===== src/hdl/touch_event_tracker_core_macros.svh =====
// Assertion macros used by the touch event tracker top level.
`ifndef TOUCH_EVENT_TRACKER_CORE_MACROS_SVH
`define TOUCH_EVENT_TRACKER_CORE_MACROS_SVH

`ifndef SYNTH

// Checked on every clock edge outside reset.
`define TET_ASSERT(lbl, prop) \
  lbl: assert property (@(posedge clk_i) disable iff (!rst_ni) prop) \
    else $error("touch tracker assertion failed");

// Checked on every clock edge, reset included.
`define TET_ASSERT_ALWAYS(lbl, prop) \
  lbl: assert property (@(posedge clk_i) prop) \
    else $error("touch tracker invariant failed");

`else

`define TET_ASSERT(lbl, prop)
`define TET_ASSERT_ALWAYS(lbl, prop)

`endif

`endif


===== src/hdl/tet_pkg.sv =====
// Types, codes and helper functions of the touch event tracker.
package tet_pkg;

  // Display geometry used for mirroring rotated coordinates.
  localparam int unsigned DisplayWidth  = 200;
  localparam int unsigned DisplayHeight = 228;
  localparam int unsigned CoordW        = 10;

  localparam logic [CoordW-1:0] WidthTop  = CoordW'(DisplayWidth - 1);
  localparam logic [CoordW-1:0] HeightTop = CoordW'(DisplayHeight - 1);

  // Operation codes.
  localparam logic [2:0] OP_PHYS    = 3'd0;
  localparam logic [2:0] OP_INJECT  = 3'd1;
  localparam logic [2:0] OP_GESTURE = 3'd2;
  localparam logic [2:0] OP_RESET   = 3'd3;
  localparam logic [2:0] OP_RELEASE = 3'd4;

  // Injected sample phases.
  localparam logic [1:0] PH_BEGIN = 2'd0;
  localparam logic [1:0] PH_MOVE  = 2'd1;
  localparam logic [1:0] PH_END   = 2'd2;

  // Gesture kinds.
  localparam logic [1:0] GK_TAP        = 2'd0;
  localparam logic [1:0] GK_DOUBLE_TAP = 2'd1;

  // Event classes and touch event kinds.
  localparam logic       CLS_TOUCH     = 1'b0;
  localparam logic       CLS_GESTURE   = 1'b1;
  localparam logic [1:0] EV_TOUCHDOWN  = 2'd0;
  localparam logic [1:0] EV_LIFTOFF    = 2'd1;
  localparam logic [1:0] EV_UPDATE     = 2'd2;

  // Configuration register indexes.
  localparam logic CFG_ENABLE = 1'b0;
  localparam logic CFG_ROTATE = 1'b1;

  typedef struct packed {
    logic [2:0]        opcode;
    logic              finger_down;
    logic [1:0]        inject_phase;
    logic [1:0]        gesture_kind;
    logic [CoordW-1:0] pos_x;
    logic [CoordW-1:0] pos_y;
  } in_item_t;

  typedef struct packed {
    logic              accepted;
    logic              event_present;
    logic              event_class;
    logic [1:0]        event_kind;
    logic [CoordW-1:0] event_x;
    logic [CoordW-1:0] event_y;
    logic              user_contact;
    logic              injection_available;
  } out_item_t;

  // Tracker state carried from one operation to the next.
  typedef struct packed {
    logic              contact_down;
    logic [CoordW-1:0] last_col;
    logic [CoordW-1:0] last_row;
    logic              injection_owner;
  } trk_state_t;

  // Mirror a coordinate about the display edge; out-of-range values give zero.
  function automatic logic [CoordW-1:0] mirror(input logic [CoordW-1:0] v,
                                               input logic [CoordW-1:0] top);
    return (v > top) ? '0 : (top - v);
  endfunction

endpackage


===== src/hdl/touch_event_tracker_core.sv =====
// Top level of the touch event tracker: input register, tracker state and result register.
// The tracker takes one operation per clock cycle while the result side does not stall,
// and returns exactly one result for each. An operation is captured in an input
// register; when it advances, the tracker state is updated and the result is loaded
// into the output register, so results keep the order of the operations. The sustained
// rate is set by the state update between the two registers. A new operation is taken
// while an earlier result still waits to be taken. Configuration writes (enable, rotation)
// take effect at the next clock edge and should be made while no operation is in flight.
`include "touch_event_tracker_core_macros.svh"

module touch_event_tracker_core (
  input  logic               clk_i,
  input  logic               rst_ni,
  input  logic               in_valid_i,
  output logic               in_ready_o,
  input  tet_pkg::in_item_t  in_data_i,
  output logic               out_valid_o,
  input  logic               out_ready_i,
  output tet_pkg::out_item_t out_data_o,
  input  logic               cfg_we_i,
  input  logic               cfg_idx_i,
  input  logic               cfg_data_i
);

  logic                enable_q;
  logic                rotated_q;
  logic                in_valid_q;
  tet_pkg::in_item_t   in_item_q;
  logic                out_valid_q;
  tet_pkg::out_item_t  out_item_q;
  tet_pkg::trk_state_t state_q;
  tet_pkg::trk_state_t state_d;
  tet_pkg::out_item_t  result_d;
  logic                advance;

  // The held operation moves on when the result register is free or being drained.
  assign advance    = in_valid_q && (!out_valid_q || out_ready_i);
  assign in_ready_o = !in_valid_q || advance;

  // Configuration registers.
  always_ff @(posedge clk_i or negedge rst_ni) begin
    if (!rst_ni) begin
      enable_q  <= 1'b1;
      rotated_q <= 1'b0;
    end else if (cfg_we_i) begin
      unique case (cfg_idx_i)
        tet_pkg::CFG_ENABLE: enable_q  <= cfg_data_i;
        tet_pkg::CFG_ROTATE: rotated_q <= cfg_data_i;
        default:             enable_q  <= enable_q;
      endcase
    end
  end

  // Input register.
  always_ff @(posedge clk_i or negedge rst_ni) begin
    if (!rst_ni) begin
      in_valid_q <= 1'b0;
    end else if (in_ready_o) begin
      in_valid_q <= in_valid_i;
    end
  end

  always_ff @(posedge clk_i) begin
    if (in_ready_o && in_valid_i) begin
      in_item_q <= in_data_i;
    end
  end

  // Operation logic.
  tet_step u_step (
    .state_i   (state_q),
    .item_i    (in_item_q),
    .enable_i  (enable_q),
    .rotated_i (rotated_q),
    .state_o   (state_d),
    .result_o  (result_d)
  );

  // Tracker state.
  always_ff @(posedge clk_i or negedge rst_ni) begin
    if (!rst_ni) begin
      state_q <= '0;
    end else if (advance) begin
      state_q <= state_d;
    end
  end

  // Result register.
  always_ff @(posedge clk_i or negedge rst_ni) begin
    if (!rst_ni) begin
      out_valid_q <= 1'b0;
    end else if (advance) begin
      out_valid_q <= 1'b1;
    end else if (out_ready_i) begin
      out_valid_q <= 1'b0;
    end
  end

  always_ff @(posedge clk_i) begin
    if (advance) begin
      out_item_q <= result_d;
    end
  end

  assign out_valid_o = out_valid_q;
  assign out_data_o  = out_item_q;

  // An injection always holds the contact down.
  `TET_ASSERT_ALWAYS(a_owner_implies_down, state_q.injection_owner |-> state_q.contact_down)

  // A liftoff touch event only arises while a finger is down.
  `TET_ASSERT(a_liftoff_needs_contact, advance && result_d.event_present && result_d.event_class == tet_pkg::CLS_TOUCH && result_d.event_kind == tet_pkg::EV_LIFTOFF |-> state_q.contact_down)

  // The availability flag of a result matches the state it left behind.
  `TET_ASSERT(a_avail_matches_state, advance |=> out_data_o.injection_available == (enable_q && (state_q.injection_owner || !state_q.contact_down)))

  // Results without an event carry zero event fields.
  `TET_ASSERT(a_empty_event_zero, out_valid_o && !out_data_o.event_present |-> out_data_o.event_x == '0 && out_data_o.event_y == '0 && out_data_o.event_kind == '0 && !out_data_o.user_contact && !out_data_o.event_class)

  // Input side stalls only when both registers are occupied.
  `TET_ASSERT(a_stall_only_when_full, !in_ready_o |-> in_valid_q && out_valid_q && !out_ready_i)

endmodule


===== src/hdl/tet_step.sv =====
// Next-state and result logic for one tracker operation.
module tet_step (
  input  tet_pkg::trk_state_t state_i,
  input  tet_pkg::in_item_t   item_i,
  input  logic                enable_i,
  input  logic                rotated_i,
  output tet_pkg::trk_state_t state_o,
  output tet_pkg::out_item_t  result_o
);

  logic [tet_pkg::CoordW-1:0] phys_x;
  logic [tet_pkg::CoordW-1:0] phys_y;
  logic                       do_sample;
  logic                       smp_down;
  logic                       smp_inj;
  logic [tet_pkg::CoordW-1:0] smp_x;
  logic [tet_pkg::CoordW-1:0] smp_y;

  // Physical samples and gestures are mirrored when the panel is rotated.
  assign phys_x = rotated_i ? tet_pkg::mirror(item_i.pos_x, tet_pkg::WidthTop)
                            : item_i.pos_x;
  assign phys_y = rotated_i ? tet_pkg::mirror(item_i.pos_y, tet_pkg::HeightTop)
                            : item_i.pos_y;

  always_comb begin
    tet_pkg::trk_state_t st;
    tet_pkg::out_item_t  res;
    st        = state_i;
    res       = '0;
    do_sample = 1'b0;
    smp_down  = 1'b0;
    smp_inj   = 1'b0;
    smp_x     = item_i.pos_x;
    smp_y     = item_i.pos_y;

    // Decode the operation and decide whether a sample is applied.
    unique case (item_i.opcode)
      tet_pkg::OP_PHYS: begin
        if (enable_i && !state_i.injection_owner) begin
          res.accepted = 1'b1;
          do_sample    = 1'b1;
          smp_down     = item_i.finger_down;
          smp_x        = phys_x;
          smp_y        = phys_y;
        end
      end
      tet_pkg::OP_INJECT: begin
        smp_inj = 1'b1;
        if (enable_i) begin
          if (item_i.inject_phase == tet_pkg::PH_BEGIN) begin
            if (!state_i.injection_owner && !state_i.contact_down) begin
              st.injection_owner = 1'b1;
              res.accepted       = 1'b1;
              do_sample          = 1'b1;
              smp_down           = 1'b1;
            end
          end else if (item_i.inject_phase == tet_pkg::PH_MOVE) begin
            if (state_i.injection_owner) begin
              res.accepted = 1'b1;
              do_sample    = 1'b1;
              smp_down     = 1'b1;
            end
          end else if (item_i.inject_phase == tet_pkg::PH_END) begin
            if (state_i.injection_owner) begin
              st.injection_owner = 1'b0;
              res.accepted       = 1'b1;
              do_sample          = 1'b1;
              smp_down           = 1'b0;
            end
          end
        end
      end
      tet_pkg::OP_GESTURE: begin
        if (enable_i && !state_i.injection_owner) begin
          res.accepted = 1'b1;
          if (item_i.gesture_kind == tet_pkg::GK_TAP ||
              item_i.gesture_kind == tet_pkg::GK_DOUBLE_TAP) begin
            res.event_present = 1'b1;
            res.event_class   = tet_pkg::CLS_GESTURE;
            res.event_kind    = item_i.gesture_kind;
            res.event_x       = phys_x;
            res.event_y       = phys_y;
            res.user_contact  = 1'b1;
          end
        end
      end
      tet_pkg::OP_RESET: begin
        st           = '0;
        res.accepted = 1'b1;
      end
      tet_pkg::OP_RELEASE: begin
        res.accepted = 1'b1;
        if (state_i.contact_down) begin
          res.event_present = 1'b1;
          res.event_class   = tet_pkg::CLS_TOUCH;
          res.event_kind    = tet_pkg::EV_LIFTOFF;
          res.event_x       = state_i.last_col;
          res.event_y       = state_i.last_row;
        end
        st.contact_down    = 1'b0;
        st.injection_owner = 1'b0;
      end
      default: begin
        res.accepted = 1'b0;
      end
    endcase

    // A sample gives touchdown or liftoff on a contact change, else a position update.
    if (do_sample) begin
      if (state_i.contact_down != smp_down) begin
        st.contact_down   = smp_down;
        st.last_col       = smp_x;
        st.last_row       = smp_y;
        res.event_present = 1'b1;
        res.event_class   = tet_pkg::CLS_TOUCH;
        res.event_kind    = smp_down ? tet_pkg::EV_TOUCHDOWN : tet_pkg::EV_LIFTOFF;
        res.event_x       = smp_x;
        res.event_y       = smp_y;
        res.user_contact  = smp_down && !smp_inj;
      end else if (smp_down && (smp_x != state_i.last_col ||
                                smp_y != state_i.last_row)) begin
        st.last_col       = smp_x;
        st.last_row       = smp_y;
        res.event_present = 1'b1;
        res.event_class   = tet_pkg::CLS_TOUCH;
        res.event_kind    = tet_pkg::EV_UPDATE;
        res.event_x       = smp_x;
        res.event_y       = smp_y;
      end
    end

    // Availability reflects the state after this operation.
    res.injection_available = enable_i && (st.injection_owner || !st.contact_down);

    state_o  = st;
    result_o = res;
  end

endmodule


===== config.mk =====
export PLATFORM = sky130hd
export DESIGN_NAME = touch_event_tracker_core
export DESIGN_NICKNAME = d
export VERILOG_FILES = /design/src/hdl/tet_pkg.sv /design/src/hdl/touch_event_tracker_core.sv /design/src/hdl/tet_step.sv
export VERILOG_INCLUDE_DIRS = /design/src /design/src/hdl
export SDC_FILE = /design/constraint.sdc
export NUM_CORES = 1
export LEC_CHECK = 0
export BUFFER_PORTS_ARGS = -buffer_cell sky130_fd_sc_hd__clkbuf_2
export CAP_MARGIN = 20
export CORE_UTILIZATION = 40
export CTS_CLUSTER_SIZE = 8
export DETAILED_ROUTE_END_ITERATION = 7
export GPL_TIMING_DRIVEN = 0
export PLACE_DENSITY = 0.61
export SLEW_MARGIN = 40
export SYNTH_ARGS = -nofsm -noshare
export SYNTH_HDL_FRONTEND = slang
export SYNTH_SLANG_ARGS = --single-unit

===== constraint.sdc =====
create_clock -name clk_i -period 10.3 [get_ports clk_i]
set_input_delay 0.515 -clock clk_i [delete_from_list [all_inputs] [get_ports clk_i]]
set_output_delay 0.515 -clock clk_i [all_outputs]
set_load 0.02 [all_outputs]

After elaboration in Yosys (flattened, before gate mapping)
Index checks and enable logic that the tools add are counted.
{ "totals": {"ff_bits": 81, "romBits": 0, "ramBits": 0, "output_inout_bits": 29, "n_memories": 0, "inputBits": 35, "latchBits": 0, "word_cells": 109} }
{ "classes": {"div_mod_pow": 0, "n_mux": 47, "magnitude_cmp": 2, "addsub": 2, "bitwise": 1, "shift": 0, "n_reduce_logical": 25, "mul": 0, "n_eq_ne": 10} }
{ "ops": {"columns": ["operator", "count"], "rows": [
  ["$mux W10", 8],
  ["$mux W24", 3],
  ["$mux W20", 3],
  ["$mux W25", 2],
  ["$pmux W24 S2", 1],
  ["$mux W26", 1],
  ["$mux W1", 24],
  ["$mux W21", 1],
  ["$gt A10 B8 Y1 const B", 2],
  ["$ne A10 B10 Y1", 2],
  ["$sub A8 B10 Y10 const A", 2],
  ["$logic_and A1 B1 Y1", 7],
  ["$eq A3 B2 Y1 const B", 2],
  ["$logic_not A1 Y1", 6],
  ["$pmux W1 S2", 3],
  ["$logic_or A1 B1 Y1", 5],
  ["$eq A2 B1 Y1 const B", 2],
  ["$logic_not A2 Y1", 2],
  ["$pmux W1 S4", 1],
  ["$reduce_and A2 Y1", 2],
  ["$eq A3 B1 Y1 const B", 1],
  ["$eq A3 B3 Y1 const B", 1],
  ["$logic_not A3 Y1", 1],
  ["$eq A2 B2 Y1 const B", 1],
  ["4 further kinds", 4]
]} }

Longest topological paths before layout
{ "depth": {"depth_word": 14, "mapped_depth": 14, "ltp_nobuf": 10} }

By module
Synthesis repeated with hierarchy kept, for this count alone.
{ "hier_totals": {"hier_cells": 453, "area_unflattened_um2": 4927.2} }
{ "modules_own_cells": {"columns": ["mod", "area_per_inst_um2", "n_inst", "seq_area_each_um2", "cells_per_inst"], "rows": [
  ["touch_event_tracker_core", 2732.6, 1, 2303.5, 116],
  ["tet_step", 2194.6, 1, 0.0, 337]
]} }

Worst setup path before layout
No wires, ideal clock.
{ "synth_timing": {"kind": "register to register", "from": "register enable_q", "to": "register out_item_q (netlist bit out_data_o[7]), data pin", "t_arrival_ns": 3.063, "setup_ns": 0.275, "period_less_slack_ns": 3.338, "required_time_ns": 10.025, "path_buffers": 3, "setup_slack_ns": 6.962, "stages_incl_launch_ff": 12, "cell_sequence": "dfstp_2 clkbuf_1 nand3b_2 a32o_1 a41oi_1 nand4_1 or4_1 or4_1 buf_4 o21ai_2 buf_4 o221ai_1"} }
{ "synth_lines": {"columns": ["item", "line", "source"], "rows": [
  ["start, declared", "touch_event_tracker_core.sv:25", "logic enable_q;"],
  ["start signal, assigned", "touch_event_tracker_core.sv:47", "tet_pkg::CFG_ENABLE: enable_q <= cfg_data_i;"],
  ["start signal, assigned", "touch_event_tracker_core.sv:49", "default: enable_q <= enable_q;"],
  ["end signal, assigned", "touch_event_tracker_core.sv:101", "out_item_q <= result_d;"],
  ["end, declared", "touch_event_tracker_core.sv:30", "tet_pkg::out_item_t out_item_q;"]
]} }

==> results.ini <==
[global_routing]
grt_pass1_wl_mm = 20.32
grt_usage_pct = 23.33
grt_pass1_vias = 3777
antenna_found_initial = 0
grt_max_degree = 35
grt-ovfl-total = 0

[route]
first_iter_violations = 285
wl_mm = 12.88
viasPerCell = 6.006
drc = 0
first_pass_iters = 5
ant_nets = 0
post_drt_wl_per_cell_um = 19.70
vias = 3928

[placement]
place_inst = 638
numPortBuffers = 63
place_congestion = 0.8928
dpl.hpwl_mm = 9.027

[worst_setup_path]
cpMaxStageDelayCell = or4_1
cp-start-kind = register
required_ns = 10.33
path_buf_inv = 5
cp_max_fo = 10
cp.depth = 14
crit_chain = clkbuf_1 > inv_1 > ha_1 > nor2b_1 > clkbuf_1 > o21a_1 > a22oi_1 > o21ai_0 > o2111ai_1 > or4_1 > buf_4 > o21ai_2 > buf_4 > o21ai_0
max_stage_delay_ns = 0.53
cp_data_arrival_time_ns = 4.25
worstSetupPathType = register to register
crit_family = compound AO/OA/AOI/OAI gates
reg2regPathDepth = 14
end_kind = register

[cts]
cts_resized = 0
clockBufferDepth = 2
clk_pin_slew_worst_paths_ns = 0.06
htree_levels = 3
insertion_delay_ns = 0.35
cts-root-buf = clkbuf_16
clock_sinks = 81
cts_tree = yes
postCtsSetupBuffers = 0
cts_hold_buf = 0
numCtsBuffers = 9

[cells_and_area]
multi_input_area_um2 = 2054
register_area_um2 = 2303
drive_gt1_share_pct = 20.43
n_antenna_cell = 0
layout.cells.non_filler = 654
nNetsFinal = 546
nFillCells = 1016
area_growth_pct = 17.35
final_cell_mix = 62 x clkbuf_2, 55 x edfxtp_1, 36 x nand2_1
final_common_cell = clkbuf_2

[sta]
hold_viol_final = 0
maxSlewViolCount = 0
final.period_utilization_pct = 40.99
final.min_clock_period_ns = 4.222
finClkSkew_ns = 0.008649
fmax_mhz = 236.9
setup_tns_ns = 0
max_slew_margin_pct = 42.20
tightest_slew_ns = 0.8561
hold_slack_ns = 0.2176
grt_setup_unrepaired = false
setup_viol = 0

[die]
dieArea_um2 = 11840
coreArea_um2 = 10980
fp.dieH_um = 108.8
io_pins = 64
start_util_pct = 41.56
std_cell_rows = 38
dieWidth_um = 108.8

[logic_synthesis]
post_synth_num_cell_types = 64
synth-seq-cells = 81
syn_inst = 435
syn_avg_cell_area_um2 = 10.49
syn_nets = 472
synth_area_um2 = 4564
synth-edff-count = 55
synth_flop_cell = edfxtp_1
yosys_warnings = 0
async_reset_ff_share_pct = 32.10
seq_area_frac_synth_pct = 50.47

[power_and_ir_drop]
power_w = 0.0009224
power.leakage_nw = 2.089
ir_drop_uv = 88.50
power_density_nw_per_um2 = 172.2

[outcome]
status = complete, no violations

[min_path]
hp-class = primary input to asynchronous set/reset pin

[job]
maxCapViolCount = 0

## per-stage QoR
step           util [%]  worst slack [ns]  cell area [um^2]
3_3_place_gp      46.02             6.201              5055
2_1_floorplan         -             6.962              4564
3_5_place_dp      46.07             6.181              5060
6_report          48.77             6.078              5356
5_1_grt           48.77             5.779              5356
4_1_cts           48.77             6.134              5356
## Yosys cell counts (all sizes together), types with 2 or more instances
library cell | n | area share, %
a211oi | 4 | 0.66
edfxtp | 55 | 36
inv | 16 | 1.3
a31oi | 3 | 0.41
a22oi | 6 | 0.99
o211ai | 5 | 1.2
a41oi | 2 | 0.38
xor2 | 15 | 2.9
nand2b | 7 | 0.96
ha | 2 | 0.55
o2111ai | 4 | 0.77
o311a | 2 | 0.44
nor2b | 5 | 0.69
and2 | 4 | 0.55
nor2 | 36 | 3.3
nand3 | 6 | 0.66
mux2 | 3 | 0.74
and4b | 2 | 0.44
nand3b | 2 | 0.41
nor3 | 10 | 1.1
a211o | 2 | 0.38
o311ai | 3 | 0.58
mux2i | 5 | 1.1
or3 | 5 | 0.69
buf | 12 | 1.8
nand4 | 4 | 0.55
a21oi | 28 | 3.1
clkbuf | 17 | 1.4
o31ai | 7 | 1.2
dfrtp | 25 | 14
o21a | 2 | 0.33
nand2 | 36 | 3.0
o21ai | 22 | 2.5
xnor2 | 11 | 2.1
a221oi | 4 | 0.77
or4 | 2 | 0.33
o2bb2ai | 20 | 3.8
o21ba | 2 | 0.44
and3 | 5 | 0.69
a311o | 3 | 0.66
a32oi | 3 | 0.58
o221ai | 14 | 2.7
## per-layer routing
layer	up-vias	share of wire, %	global-route usage (%)	routed length [um]
met1	1920	45	32.08	5790
met2	169	45	35.76	5830
met4	0	2.4	10.04	310
met3	20	7.4	4.603	951
met5	-	0	0	0
li1	1819	-	-	-
## state kept, by name (all words and copies together) (netlist names)
signal / count
enable_q: 1
in_item_q: 28
in_valid_q: 1
out_data_o: 27
out_valid_o: 1
rotated_q: 1
state_q: 22
## path summary, 6_finish.rpt
check	to	startpoint	slack (ns)
setup / recovery	out_data_o[21]$_DFFE_PP_	in_item_q[2]$_DFFE_PP_	6.08
hold / removal	in_valid_q$_DFFE_PN0N_	rst_ni	0.22
setup reg to reg	out_data_o[21]$_DFFE_PP_	in_item_q[2]$_DFFE_PP_	6.08
hold reg to reg	out_valid_o$_DFFE_PN0P_	in_valid_q$_DFFE_PN0N_	0.49
max in group asynchronous	state_q[3]$_DFFE_PN0P_	rst_ni	9.61
min in group clk_i	in_item_q[15]$_DFFE_PP_	in_data_i[15]	0.34
## report_power, final
part / switching [W] / internal, W
sequential: 0.0000317 / 0.000386
clock: 0.000130 / 0.000193
combinational: 0.000112 / 0.0000692
## cell families (layout without fill, tap and decap cells)
group | Yosys count | count (layout) | share of synthesized area, %
AO/OA/AOI/OAI | 144 | 144 | 23.41
AND/OR/NAND/NOR | 129 | 129 | 14.20
flip-flops | 81 | 81 | 50.47
buffers and inverters | 45 | 124 | 4.550
XOR/XNOR | 26 | 26 | 4.989
multiplexers | 8 | 8 | 1.837
adder cells (fa/ha/maj) | 2 | 2 | 0.5482
## cell type report
type | instances | area share [%]
inverter | 16 | 1.121
timing repair buffer | 63 | 5.886
clock inverter | 6 | 1.075
multi-input combinational | 309 | 38.36
tap | 140 | 3.270
clock buffer | 10 | 4.462
sequential | 81 | 43.00
buffer | 29 | 2.826
Power figures use the tool's default switching activity.
